--- src/hw/rtl/boxavg_pkg.sv ---
// Shared constants and types for the 3x3 box-average downscaler.
package boxavg_pkg;

   localparam int CH_N          = 3;
   localparam int PIX_W         = 8;
   localparam int CFG_WIDTH_W   = 11;
   localparam int CFG_HEIGHT_W  = 13;
   localparam int OUT_COL_W     = 9;
   localparam int OUT_ROW_W     = 11;
   localparam int CSR_DATA_W    = 32;
   localparam int CSR_ADDR_W    = 4;

   localparam int MAX_WIDTH_DEF = 1024;
   localparam int SCALE_DEF     = 3;

   localparam logic [CFG_WIDTH_W-1:0]  WIDTH_RESET  = 11'd640;
   localparam logic [CFG_HEIGHT_W-1:0] HEIGHT_RESET = 13'd480;

   // register index, taken from paddr[3:2]
   localparam logic [1:0] REG_IMAGE_WIDTH  = 2'd0;
   localparam logic [1:0] REG_IMAGE_HEIGHT = 2'd1;
   localparam logic [1:0] REG_COLOR_MODE   = 2'd2;

   // per-pixel position flags from the scan counters
   typedef struct packed {
      logic                 last_col;
      logic                 last_row;
      logic                 col_done;
      logic                 row_done;
      logic                 col_first;
      logic                 row_first;
      logic [OUT_ROW_W-1:0] out_row;
   } flag_type;

endpackage

--- src/hw/rtl/boxavg_mean.sv ---
// Block mean: divide each channel sum by SCALE*SCALE with a reciprocal multiply.
module boxavg_mean import boxavg_pkg::*; #(
   parameter int SCALE = SCALE_DEF,
   localparam int TW   = PIX_W + 2 * $clog2(SCALE)
) (
   input  logic [CH_N-1:0][TW-1:0]    tot,
   output logic [CH_N-1:0][PIX_W-1:0] avg
);

   localparam int DIV    = SCALE * SCALE;
   localparam int DIV_SH = TW + $clog2(DIV);
   localparam int MW     = TW + DIV_SH + 1;
   localparam logic [MW-1:0] RECIP = MW'((2 ** DIV_SH + DIV - 1) / DIV);

   logic [CH_N-1:0][MW-1:0] prod;
   logic [CH_N-1:0][MW-1:0] quot;

   always_comb begin
      for (int c = 0; c < CH_N; c++) begin
         prod[c] = MW'(tot[c]) * RECIP;
         quot[c] = prod[c] >> DIV_SH;
         avg[c]  = quot[c][PIX_W-1:0];
      end
   end

endmodule

--- config.mk ---
export PLATFORM = sky130hd
export DESIGN_NAME = boxavg_mean
export DESIGN_NICKNAME = d
export VERILOG_FILES = /design/src/hw/rtl/boxavg_pkg.sv /design/src/hw/rtl/boxavg_mean.sv
export SDC_FILE = /design/constraint.sdc
export NUM_CORES = 1
export LEC_CHECK = 0
export BUFFER_PORTS_ARGS = -buffer_cell sky130_fd_sc_hd__buf_4
export CORE_MARGIN = 1
export CORE_UTILIZATION = 34
export DETAILED_ROUTE_END_ITERATION = 10
export SLEW_MARGIN = 20
export SYNTH_ARGS = -nofsm -noshare
export SYNTH_HDL_FRONTEND = slang
export SYNTH_SLANG_ARGS = --single-unit
--- constraint.sdc ---
create_clock -name vclk -period 13.35
set_input_delay 2.67 -clock vclk [all_inputs]
set_output_delay 2.67 -clock vclk [all_outputs]
set_load 0.02 [all_outputs]
# [After elaboration in Yosys (flattened, before gate mapping)]
# Index checks and enable logic that the tools add are counted.
[totals] latch_bits=0 inputBits=36 ram_bits=0 register_bits=0 elab_cells=3 romBits=0 out_inout_bits=24 memories=0
[op_classes] magnitude_cmp=0 shift=0 bitwise=0 n_addsub=0 mux=0 eq_ne=0 multipliers=3 reduce_logical=0 div=0
[op_table] op="12-bit by 12-bit multiplier with 23-bit output (second input constant)" n=3

# [Longest topological paths before layout]
[depth] word_depth=1 ltp_mapped=18 depth_no_buf=18

# [Least setup slack after synthesis]
# OpenSTA, ideal clock, no wires.
[synth_timing] path_kind="input to output" from="input port tot[7] (netlist name)" to="output port avg[7] (netlist name)" arrival_ns=6.744 slack_ns=3.936 path_buffers=0 cell_stages=17 required_time_ns=10.680 path_cell_list="inv_1 > fa_1 > inv_1 > ha_1 > inv_1 > fa_1 > inv_1 > fa_1 > inv_1 > fa_1 > inv_1 > ha_1 > and3_2 > a311o_1 > a311oi_1 > o21bai_1 > xnor2_1"
[synth_lines] item="start: declaration" line_no="boxavg_mean.sv:6" source="input logic [CH_N-1:0][TW-1:0] tot,"
[synth_lines] item="end: declaration" line_no="boxavg_mean.sv:7" source="output logic [CH_N-1:0][PIX_W-1:0] avg"

==> summary.txt <==
Die
  – Core area: approximately 0.018 mm^2
  – # IOs: 60
  – Initial Util: 0.348
  – Die span in x: between 100 and 150 um
  – Die Ht: around 140 um
  – Die area: roughly 0.019 mm^2
  – # rows: 49

Yosys
  – Ranking of synthesized cells by area: ha_1 (40%), fa_1 (28%), inv_1 (10%)
  – Top-count cell post-synth: ha_1
  – Register area share after synthesis: 0
  – Top cell type's share of synthesized area: 0.397
  – Distinct cell type count of the synthesized netlist: 50
  – Cell Area, Synth: around 0.0063 mm^2
  – Synth area leader: ha_1
  – Post-synthesis average cell area: around 9.4 um^2
  – Yosys warns: 0
  – Post-synth top cells: ha_1 (199), inv_1 (173), fa_1 (87), a21oi_1 (30), xnor2_1 (25)
  – Post-synthesis net count: 988
  – Post-Syn Instances: around 670

Placement
  – Dpl hpwl: ~12,000 um
  – Place WS: 3490 ps
  – Gpl congestion: 0.841
  – IO Port Bufs: 60

Layout
  – Layout cells sized above 1: 0.0968
  – Num sequential: 0
  – Final core occ: 0.387
  – Clock buffer count: 0
  – Register Area: 0 um^2
  – Layout area overhead: 11.4%
  – Nets: 1,047
  – Inserted Diodes: 0

Routing
  – Avg WL per Cell: around 13 um
  – Initial DRT Pass Iterations: 4
  – DR vias/cell: 4.77
  – Final WL: 12,700 um
  – Vias: between 4,000 and 5,000
  – Residual DRC: 0
  – Number of DRC markers in iteration 0: just under 90
  – Antenna Nets Post-Route: 0

STA
  – Peak Freq: between 100 and 150 MHz
  – Final TNS setup: 0 ps
  – Fin crit share: 0.740
  – Worst-margin pin slew: around 550 ps
  – Slew Limit Fails: 0
  – Setup Viol. Count Final: 0
  – Final Hold Viols: 0
  – Worst setup margin: approximately 3500 ps
  – Max transition margin: 0.631
  – Min Tclk post-route: 9880 ps
  – RSZ-0062 raised after global routing: no

Worst setup path
  – CP max FO: 4
  – Critical Path Source Type: primary input
  – Worst Path Arrival: just over 7000 ps
  – CP endpoint kind: output port
  – Critical path class: primary input to output port
  – CP Data Required Time: 10,680 ps

Global routing
  – Initial antenna violation count: 0
  – Vias in the first global route: 4,521
  – Total track usage: 0.140
  – First-pass GRT wire length: about 21,000 um
  – Largest net degree at the start of global routing: 9
  – GRT overflow: 0

Hold path
  – Min-delay worst type: primary input to output port
  – Worst Hold Depth: 5

Clock network
  – Hold Buf Count CTS: 0
  – Number of gates resized after cts: 0
  – Postcts setup bufs: 0

Run
  – Max Cap Violations: 0

Status
  – Status: finished, final reports clean

Power
  – Lkg Pwr: just over 4 nW
  – Pwr dens: ~240 mW/mm^2
  – Maximum VDD drop: between 0.3 and 0.4 mV
==> critical path: stages <==
cell	delay [ps]
buf_4	110
inv_1	100
fa_1	540
inv_1	40
ha_1	300
inv_1	70
fa_1	480
inv_1	50
fa_1	490
inv_1	50
fa_1	470
inv_1	40
ha_1	310
and3_2	240
a311o_1	340
a311oi_1	450
o21bai_1	130
xnor2_1	180
buf_4	170
==> stage by stage <==
stage                     std cells  hold slack, ps  power, mW  area [um^2]
after floorplan                 666            5820       1.17         6270
after global placement          952            6120       1.65         6980
after detailed placement        952            6110       1.66         6980
after CTS                       952            6120       1.67         6980
after global routing            952            6170       1.86         6980
final                           952            6100       1.65         6980
==> layer usage <==
layer / GRT usage / vias up / part of all wire
met2: 0.251 / 49 / 0.48
met1: 0.196 / 2166 / 0.49
met3: 0.00294 / 4 / 0.017
met4: 0.00604 / 0 / 0.0056
met5: 0 / - / 0
li1: - / 2321 / -
==> path summary, 6_finish.rpt <==
check,to,slack (ps),start
worst min-delay path,avg[7],6100,tot[11]
worst max-delay path,avg[7],3470,tot[7]
==> layout make-up <==
| type | instances | area [um^2] |
|---|---|---|
| multi-input cells | 490 | 5600 |
| fillers | 1850 | 11000 |
| repair buffers | 60 | 450 |
| inverters | 173 | 649 |
| well taps | 229 | 287 |
==> layout by cell type (no fill, tap or decap), types with 2 or more instances in the layout <==
master    netlist  routed
inv_1         173     173
o21ai_0        15      15
a21oi_1        30      30
a21o_1         18      18
nand3_1         5       5
o21bai_1        3       3
a21boi_0        2       2
and3_1          3       3
fa_1           87      87
a21o_2          3       3
o31ai_1         2       2
xnor2_1        25      25
ha_1          199     199
a211oi_1        2       2
nand2_1        17      17
a311oi_1        2       2
nand4_1         6       6
buf_4           0      60
a221oi_1        3       3
a31oi_1         4       4
and4_1          2       2
xor2_1         11      11
and2_1          4       4
o211ai_1        3       3
o21a_1          5       5
nor2_1         13      13
nor3_1          4       4
a311o_1         2       2
==> where the power goes <==
group          internal (mW)  switching [mW]
Clock                      0               0
Sequential                 0               0
Combinational          0.708           0.939
Total                  0.708           0.939
==> cell families after synthesis <==
group           count (synthesis)  synth area share
buf+inv                       176             0.108
simple gates                   60            0.0483
xor+xnor                       36            0.0503
fa+ha+maj                     286             0.675
mux                             1           0.00160
compound gates                107             0.117
Power figures use the tool's default switching activity.
