==> src/hw/rtl/boxavg_pkg.sv <==
// Shared constants and types for the 3x3 box-average downscaler.
package boxavg_pkg;

   localparam int CH_N          = 3;
   localparam int PIX_W         = 8;
   localparam int CFG_WIDTH_W   = 11;
   localparam int CFG_HEIGHT_W  = 13;
   localparam int OUT_COL_W     = 9;
   localparam int OUT_ROW_W     = 11;
   localparam int CSR_DATA_W    = 32;
   localparam int CSR_ADDR_W    = 4;

   localparam int MAX_WIDTH_DEF = 1024;
   localparam int SCALE_DEF     = 3;

   localparam logic [CFG_WIDTH_W-1:0]  WIDTH_RESET  = 11'd640;
   localparam logic [CFG_HEIGHT_W-1:0] HEIGHT_RESET = 13'd480;

   // register index, taken from paddr[3:2]
   localparam logic [1:0] REG_IMAGE_WIDTH  = 2'd0;
   localparam logic [1:0] REG_IMAGE_HEIGHT = 2'd1;
   localparam logic [1:0] REG_COLOR_MODE   = 2'd2;

   // per-pixel position flags from the scan counters
   typedef struct packed {
      logic                 last_col;
      logic                 last_row;
      logic                 col_done;
      logic                 row_done;
      logic                 col_first;
      logic                 row_first;
      logic [OUT_ROW_W-1:0] out_row;
   } flag_type;

endpackage

==> src/hw/rtl/boxavg_scan.sv <==
// Raster position counters: column/row, block phases, block indexes and edge flags.
module boxavg_scan import boxavg_pkg::*; #(
   parameter int MAX_WIDTH = MAX_WIDTH_DEF,
   parameter int SCALE     = SCALE_DEF,
   localparam int CW         = $clog2(MAX_WIDTH),
   localparam int PW         = $clog2(SCALE),
   localparam int RPW        = $clog2(SCALE + 1),
   localparam int BLOCK_COLS = (MAX_WIDTH + SCALE - 1) / SCALE,
   localparam int BW         = (BLOCK_COLS > 1) ? $clog2(BLOCK_COLS) : 1
) (
   input  logic                    clock,
   input  logic                    reset,
   input  logic                    advance,
   input  logic [CFG_WIDTH_W-1:0]  cfg_width,
   input  logic [CFG_HEIGHT_W-1:0] cfg_height,
   output flag_type                flags,
   output logic [RPW-1:0]          hrep,
   output logic [RPW-1:0]          vrep,
   output logic [BW-1:0]           blk
);

   logic [CW-1:0]           col_ff, col_in;
   logic [CFG_HEIGHT_W-1:0] row_ff, row_in;
   logic [PW-1:0]           cph_ff, cph_in;
   logic [PW-1:0]           rph_ff, rph_in;
   logic [BW-1:0]           cblk_ff, cblk_in;
   logic [OUT_ROW_W-1:0]    rblk_ff, rblk_in;

   logic [31:0]             w_ext;
   logic [31:0]             w_lim32;
   logic [CW-1:0]           w_lim;
   logic [CFG_HEIGHT_W-1:0] h_lim;
   logic [31:0]             hrep32;
   logic [31:0]             vrep32;
   logic                    cph_wrap;
   logic                    rph_wrap;

   always_comb begin
      w_ext = 32'(cfg_width);
      if (w_ext == 32'd0) begin
         w_ext = 32'd1;
      end
      if (w_ext > 32'(MAX_WIDTH)) begin
         w_ext = 32'(MAX_WIDTH);
      end
      w_lim32 = w_ext - 32'd1;
      w_lim   = w_lim32[CW-1:0];
      h_lim   = (cfg_height == '0) ? '0 : cfg_height - CFG_HEIGHT_W'(1);

      cph_wrap = cph_ff >= PW'(SCALE - 1);
      rph_wrap = rph_ff >= PW'(SCALE - 1);

      flags.last_col  = col_ff >= w_lim;
      flags.last_row  = row_ff >= h_lim;
      flags.col_done  = flags.last_col || cph_wrap;
      flags.row_done  = flags.last_row || rph_wrap;
      flags.col_first = cph_ff == '0;
      flags.row_first = rph_ff == '0;
      flags.out_row   = rblk_ff;

      hrep32 = 32'(SCALE) - 32'(cph_ff);
      hrep   = hrep32[RPW-1:0];
      vrep32 = flags.last_row ? 32'(SCALE) - 32'(rph_ff) : 32'd1;
      vrep   = vrep32[RPW-1:0];
      blk    = cblk_ff;

      col_in  = col_ff;
      row_in  = row_ff;
      cph_in  = cph_ff;
      rph_in  = rph_ff;
      cblk_in = cblk_ff;
      rblk_in = rblk_ff;
      if (advance) begin
         if (flags.last_col) begin
            col_in  = '0;
            cph_in  = '0;
            cblk_in = '0;
            if (flags.last_row) begin
               row_in  = '0;
               rph_in  = '0;
               rblk_in = '0;
            end else begin
               row_in = row_ff + CFG_HEIGHT_W'(1);
               if (rph_wrap) begin
                  rph_in  = '0;
                  rblk_in = rblk_ff + OUT_ROW_W'(1);
               end else begin
                  rph_in = rph_ff + PW'(1);
               end
            end
         end else begin
            col_in = col_ff + CW'(1);
            if (cph_wrap) begin
               cph_in  = '0;
               cblk_in = cblk_ff + BW'(1);
            end else begin
               cph_in = cph_ff + PW'(1);
            end
         end
      end
   end

   always_ff @(posedge clock) begin
      if (reset) begin
         col_ff  <= '0;
         row_ff  <= '0;
         cph_ff  <= '0;
         rph_ff  <= '0;
         cblk_ff <= '0;
         rblk_ff <= '0;
      end else begin
         col_ff  <= col_in;
         row_ff  <= row_in;
         cph_ff  <= cph_in;
         rph_ff  <= rph_in;
         cblk_ff <= cblk_in;
         rblk_ff <= rblk_in;
      end
   end

   a_phase_range: assert property (@(posedge clock) disable iff (reset)
      (cph_ff <= PW'(SCALE - 1)) && (rph_ff <= PW'(SCALE - 1)))
      else $error("block phase out of range");

   a_row_wrap: assert property (@(posedge clock) disable iff (reset)
      (advance && flags.last_col) |=> (col_ff == '0) && (cph_ff == '0) && (cblk_ff == '0))
      else $error("column state not cleared at end of row");

endmodule

==> config.mk <==
export PLATFORM = sky130hd
export DESIGN_NAME = boxavg_scan
export DESIGN_NICKNAME = d
export VERILOG_FILES = /design/src/hw/rtl/boxavg_pkg.sv /design/src/hw/rtl/boxavg_scan.sv
export SDC_FILE = /design/constraint.sdc
export NUM_CORES = 1
export LEC_CHECK = 0
export BUFFER_PORTS_ARGS = -buffer_cell sky130_fd_sc_hd__clkbuf_2
export CAP_MARGIN = 40
export CORE_UTILIZATION = 45
export CTS_CLUSTER_SIZE = 20
export DETAILED_ROUTE_END_ITERATION = 10
export HOLD_SLACK_MARGIN = 0.02
export PLACE_DENSITY = 0.66
export SETUP_SLACK_MARGIN = 0.5
export SLEW_MARGIN = 25
export SYNTH_ARGS = -nofsm -noshare
export SYNTH_HDL_FRONTEND = slang
export SYNTH_SLANG_ARGS = --single-unit
==> constraint.sdc <==
create_clock -name clock -period 5.3 [get_ports clock]
set_clock_uncertainty 0.1 [all_clocks]
set_input_delay 1.06 -clock clock [delete_from_list [all_inputs] [get_ports clock]]
set_output_delay 1.06 -clock clock [all_outputs]
set_load 0.1 [all_outputs]
[After elaboration in Yosys (flattened, before gate mapping)]
Index checks and enable logic that the tools add are counted.
Cells by class
  add/subtract/negate cells: 10
  reduce and logical (&&, ||, !) cells: 11
  order comparisons: 5
  mux-type cells: 14
Operators with widths (count)
  $mux 11: 3
  $mux 13: 2
  $mux 10: 2
  $mux 9: 2
  $add 13x1->13 const B: 1
  $ge 13x13->1: 1
  $logic_not 13->1: 1
  $sub 13x1->13 const B: 1
  $add 11x1->11 const B: 1
  $gt 11x11->1 const B: 1
  $logic_not 11->1: 1
  $add 10x1->10 const B: 1
  $ge 10x10->1: 1
  $mux 2: 5
  $sub 10x1->10 const B: 1
  $add 9x1->9 const B: 1
  $add 2x1->2 const B: 2
  $ge 2x2->1 const B: 2
  $logic_not 2->1: 2
  $reduce_and 2->1: 2
  $reduce_bool 2->1: 2
  $sub 2x2->2 const A: 2
  $reduce_and 3->1: 1
  $logic_or 1x1->1: 2
Word-level totals
  word-level logic and storage cells: 46
  bits in registers: 47
  bits of input ports: 27
  output and inout port bits: 30

[Longest topological paths before layout]
  depth in word-level cells: 8
  gate-level depth with buffers: 17
  gate-level depth less buffers: 15

[Least setup slack after synthesis]
No wires, ideal clock.
  kind: input -> output
  start: input port cfg_height[0]
  end: output port vrep[0]
  cell stages on the path: 16
  arrival time: 5.067 ns
  buffers on the path: 2
  required time: 4.140 ns
  path slack: -0.927 ns
  cell sequence: inv_1 -> ha_1 -> nand2_2 -> or4_4 -> or3_4 -> or2_1 -> buf_6 -> and2_4 -> ha_1 -> nor2b_1 -> o21ai_0 -> a31oi_1 -> o21a_1 -> buf_4 -> inv_1 -> nand2_1
RTL lines
  from (decl): line boxavg_scan.sv:15  | input logic [CFG_HEIGHT_W-1:0] cfg_height,
  to (decl): line boxavg_scan.sv:18  | output logic [RPW-1:0] vrep,

[Final worst setup path]
  start: input port cfg_height[1]
  end: output port vrep[0]
Between the ends
  longest elaborated chain between the ends: 4
  elaborated cells between the ends (all ways): 5
  those cells by class: add/sub (1); order compare (1); mux (2); reduce/logical (1)
Ends and longest elaborated chain
  $sub 13x1->13 or $logic_not 13->1 (tied branches): line boxavg_scan.sv:48  | h_lim = (cfg_height == '0) ? '0 : cfg_height - CFG_HEIGHT_W'(1);
  $mux 13 *: line boxavg_scan.sv:48
  $ge 13x13->1 *: line boxavg_scan.sv:54  | flags.last_row = row_ff >= h_lim;
  $mux 2 *: line boxavg_scan.sv:63  | vrep32 = flags.last_row ? 32'(SCALE) - 32'(rph_ff) : 32'd1;
Every way passes the cells marked *; elsewhere a longest branch is shown, timed or not.

==> flow_summary_export.csv <==
group,metric,value,unit
routing,number_of_nets_with_antenna_violations_after_detailed_routing,0,
cts,cts_inserted_buffers,5,
final_layout,instances_no_fill,589,
synth,synth_ff_type,"dfxtp_1",
routing,first_pass_iters,6,
grt,grt_overflow,0,
grt,first_global_vias,2952,
final_layout,layout.core_utilization,0.625,
setup_path,timing.critical_path.required,4.14,ns
routing,routed_via_density,5.64,
die,top_level_ports,57,
cts,cts_max_path_buffers,2,
place,hpwl,6.08,mm
final_layout,finalInstanceArea,4320,µm²
synth,synth-seq-cells,47,
place,dp.cells,565,
sta,maxClockFrequency,196,MHz
setup_path,path_cells,"clkbuf_16, inv_12, ha_4, nand2_4, or4_4, or3_4, buf_6, or2_4, nand2_4, ha_4, a21oi_2, a31oi_2, nor2_1, o21a_1, clkinvlp_4, nand2_8, buf_12",
grt,grtUsageTotal,0.228,
setup_path,critical-path-slowest-cell,"or4_4",
synth,synth_top_area_frac,0.287,
pwr,power_per_cell_area,176,nW/µm²
sta,hold_ws,0.388,ns
die,placeableCoreArea,6910,µm²
synth,synth.net_count,475,
setup_path,crit_path_max_incr_delay,0.48,ns
synth,synth_top_cell_by_area,"dfxtp_1",
synth,number_of_enable_flip_flop_cells_after_synthesis,0,
sta,post-route-period-util,0.963,
status,outcome,"complete, no violations",
final_layout,filler_cell_count,635,
synth,syn-mean-instance-area,7.81,µm²
die,fp-row-count,30,
cts,cts_tree,"done",
die,start_util,0.474,
sta,max_slew.worst_pin.slew,0.732,ns
final_layout,area_growth_synth_to_finish,31.9,%
place,postPlaceCellArea,3880,µm²
cts,clk-insertion-delay-late,0.30,ns
sta,period_minus_slack,5.10,ns
synth,synth_cells,419,
routing,wl_per_cell,14.4,µm
sta,rsz0062_at_grt,"true",
sta,final-setup-viol-count,0,
setup_path,timing.critical_path.from_type,"primary input",
setup_path,critPathKind,"in -> out",
worst_hold_path,worst_hold_path_type,"reg -> reg",
pwr,clkPwrFrac,0.360,
die,die_h,87.3,µm
setup_path,critPathMaxFanout,5,
die,die_area,7620,µm²
sta,final_report_hold_violation_count,0,
pwr,p_total,0.762,mW
pwr,switching_power,0.202,mW
pwr,max-vdd-ir-drop,0.000160,V
pwr,internal_power,0.561,mW
cts,clk_pin_slew_worst_paths,0.09,ns
sta,final-max-slew-violation-count,0,
routing,totalWireLength,8.50,mm
cts,clock-sinks,47,
place,portBuffers,56,
grt,first_pass_grt_wire_length,13.9,mm
routing,drt_first_iter_violations,193,
pwr,power.static_leakage,1.66,nW
final_layout,insertedDiodeCount,0,
grt,grt_max_degree,24,
synth,netlist_cell_types,54,
synth,async_reset_ff_frac,0,
cts,clock_tree.root_cell,"clkbuf_8",
sta,final.setup.tns,0,ns
cts,h-tree-depth,2,
synth,netlist_top_cells_area,"dfxtp_1 29%, ha_1 11%, nand2_1 5.6%, a21oi_1 5.2%, nand3_1 4.4%",
flow_run,drv.max_cap_violation_count,0,
sta,slew_headroom,0.512,
routing,route.detailed.drc,0,
synth,synthesis.area,3270,µm²
grt,grt_antenna_before_repair,0,
place,pre_cts_ws,-0.0204,ns
pwr,switching_share,0.265,
routing,dr_total_vias,3323,
sta,timing.final.ws_setup,0.196,ns
setup_path,worst_setup_path_end_kind,"output pin",
pwr,power.combinational.fraction,0.166,
synth,synth_warnings,0,
setup_path,critical_path_arrival,3.94,ns
pwr,sequentialPowerShare,0.475,
place,gp_congestion,0.820,
final_layout,final_net_count,548,
synth,share_of_the_yosys_chip_area_belonging_to_registers,0.287,
die,chipWidth,87.3,µm
final_layout,drive_above_1_share,0.264,
==> worst max-delay path, delay by kind of cell <==
family | cells | cell delay (ns)
AO/OA/AOI/OAI | 3 | 0.42
adder cells (fa/ha/maj) | 2 | 0.32
buffers and inverters | 5 | 0.67
AND/OR/NAND/NOR | 7 | 1.46
==> state kept, by name, indices dropped and copies added, names as in the netlist <==
| signal | cells |
|---|---|
| row_ff | 13 |
| rph_ff | 2 |
| blk | 9 |
| cph_ff | 2 |
| col_ff | 10 |
| rblk_ff | 11 |
==> path summary, 6_finish.rpt <==
| kind | startpoint | to | slack, ns | cells after the start |
|---|---|---|---|---|
| hold / removal | rblk_ff[10]$_SDFFE_PP0P_ | rblk_ff[10]$_SDFFE_PP0P_ | 0.39 | 2 |
| hold reg to reg | rblk_ff[10]$_SDFFE_PP0P_ | rblk_ff[10]$_SDFFE_PP0P_ | 0.39 | 2 |
| setup / recovery | cfg_height[1] | vrep[0] | 0.20 | 17 |
| setup reg to reg | col_ff[0]$_SDFFE_PP0P_ | row_ff[11]$_SDFFE_PP0P_ | 2.29 | 11 |
==> routing by layer <==
layer  vias up  track usage  part of all wire
met5         -            0                 0
met2        79        0.361              0.46
met1      1543        0.319              0.49
met3         8       0.0379             0.038
met4         0       0.0596            0.0092
li1       1693            -                 -
==> power groups by stage <==
stage | Sequential [mW] | Combinational [mW] | Clock [mW]
4_1_cts | 0.362 | 0.114 | 0.280
3_3_place_gp | 0.370 | 0.104 | 0
2_1_floorplan | 0.370 | 0.0726 | 0
3_5_place_dp | 0.370 | 0.107 | 0
5_1_grt | 0.363 | 0.138 | 0.298
6_report | 0.362 | 0.126 | 0.274
==> cell type report <==
type                            instances  area, µm²  area share
Clock buffer                            6       82.6      0.0191
Clock inverter                          2       35.0     0.00811
Inverter                               19        108      0.0249
Multi-Input combinational cell        338       2390       0.554
Sequential cell                        47        941       0.218
Tap cell                               96        120      0.0278
Timing Repair Buffer                   81        639       0.148
==> cells in the mapped netlist, types with 2 or more instances <==
cell type	instances
nand2_1	49
dfxtp_1	47
a21oi_1	34
nor2_1	31
ha_1	29
nand3_1	29
inv_1	18
or4_1	17
o31ai_1	15
nand4_1	14
xor2_1	14
o21ai_0	12
clkbuf_1	8
xnor2_1	8
and3_1	7
or3_1	7
a31oi_1	6
a21o_1	5
buf_2	5
nand2b_1	5
nor3_1	5
o21a_1	5
a21boi_0	4
nand4b_1	4
o32ai_1	4
a211oi_1	3
mux2i_1	3
nor4_1	3
buf_4	2
nor2b_1	2
==> kinds of logic (layout without fill, tap and decap cells) <==
| logic type | Yosys count | after routing | share of synthesized area |
|---|---|---|---|
| buf+inv | 35 | 108 | 0.0466 |
| xor+xnor | 22 | 22 | 0.0588 |
| simple gates | 185 | 186 | 0.295 |
| flops | 47 | 47 | 0.287 |
| mux | 3 | 3 | 0.00917 |
| compound gates | 98 | 98 | 0.193 |
| fa+ha+maj | 29 | 29 | 0.111 |
==> timing repair <==
action                                  in CTS  in global routing
gates resized for setup                     18                 39
buffers inserted                             7                  8
endpoints found under the setup margin       6                  6
pin swaps                                   11                 24
cloned                                       1                  0
hold buffers                                 0                  0
==> placed cells by master, fill, tap and decap left out, drive strengths merged, types with 2 or more instances in the layout <==
cell      instances
nand4b            4
nor3              5
o21ai            13
o31ai            15
a21o              5
o21a              5
xor2             14
o32ai             4
and2              2
or3               8
nor2             32
nor2b             2
nor4              3
nand2            50
ha               29
dfxtp            47
a31oi             6
buf              37
or2               3
xnor2             8
nand2b            5
or4              18
clkbuf           50
a21oi            34
clkinvlp          3
mux2i             3
nand3            29
a211oi            3
and3              7
inv              14
clkinv            3
a21boi            4
nand4            14
(Power assumes the default switching activity.)
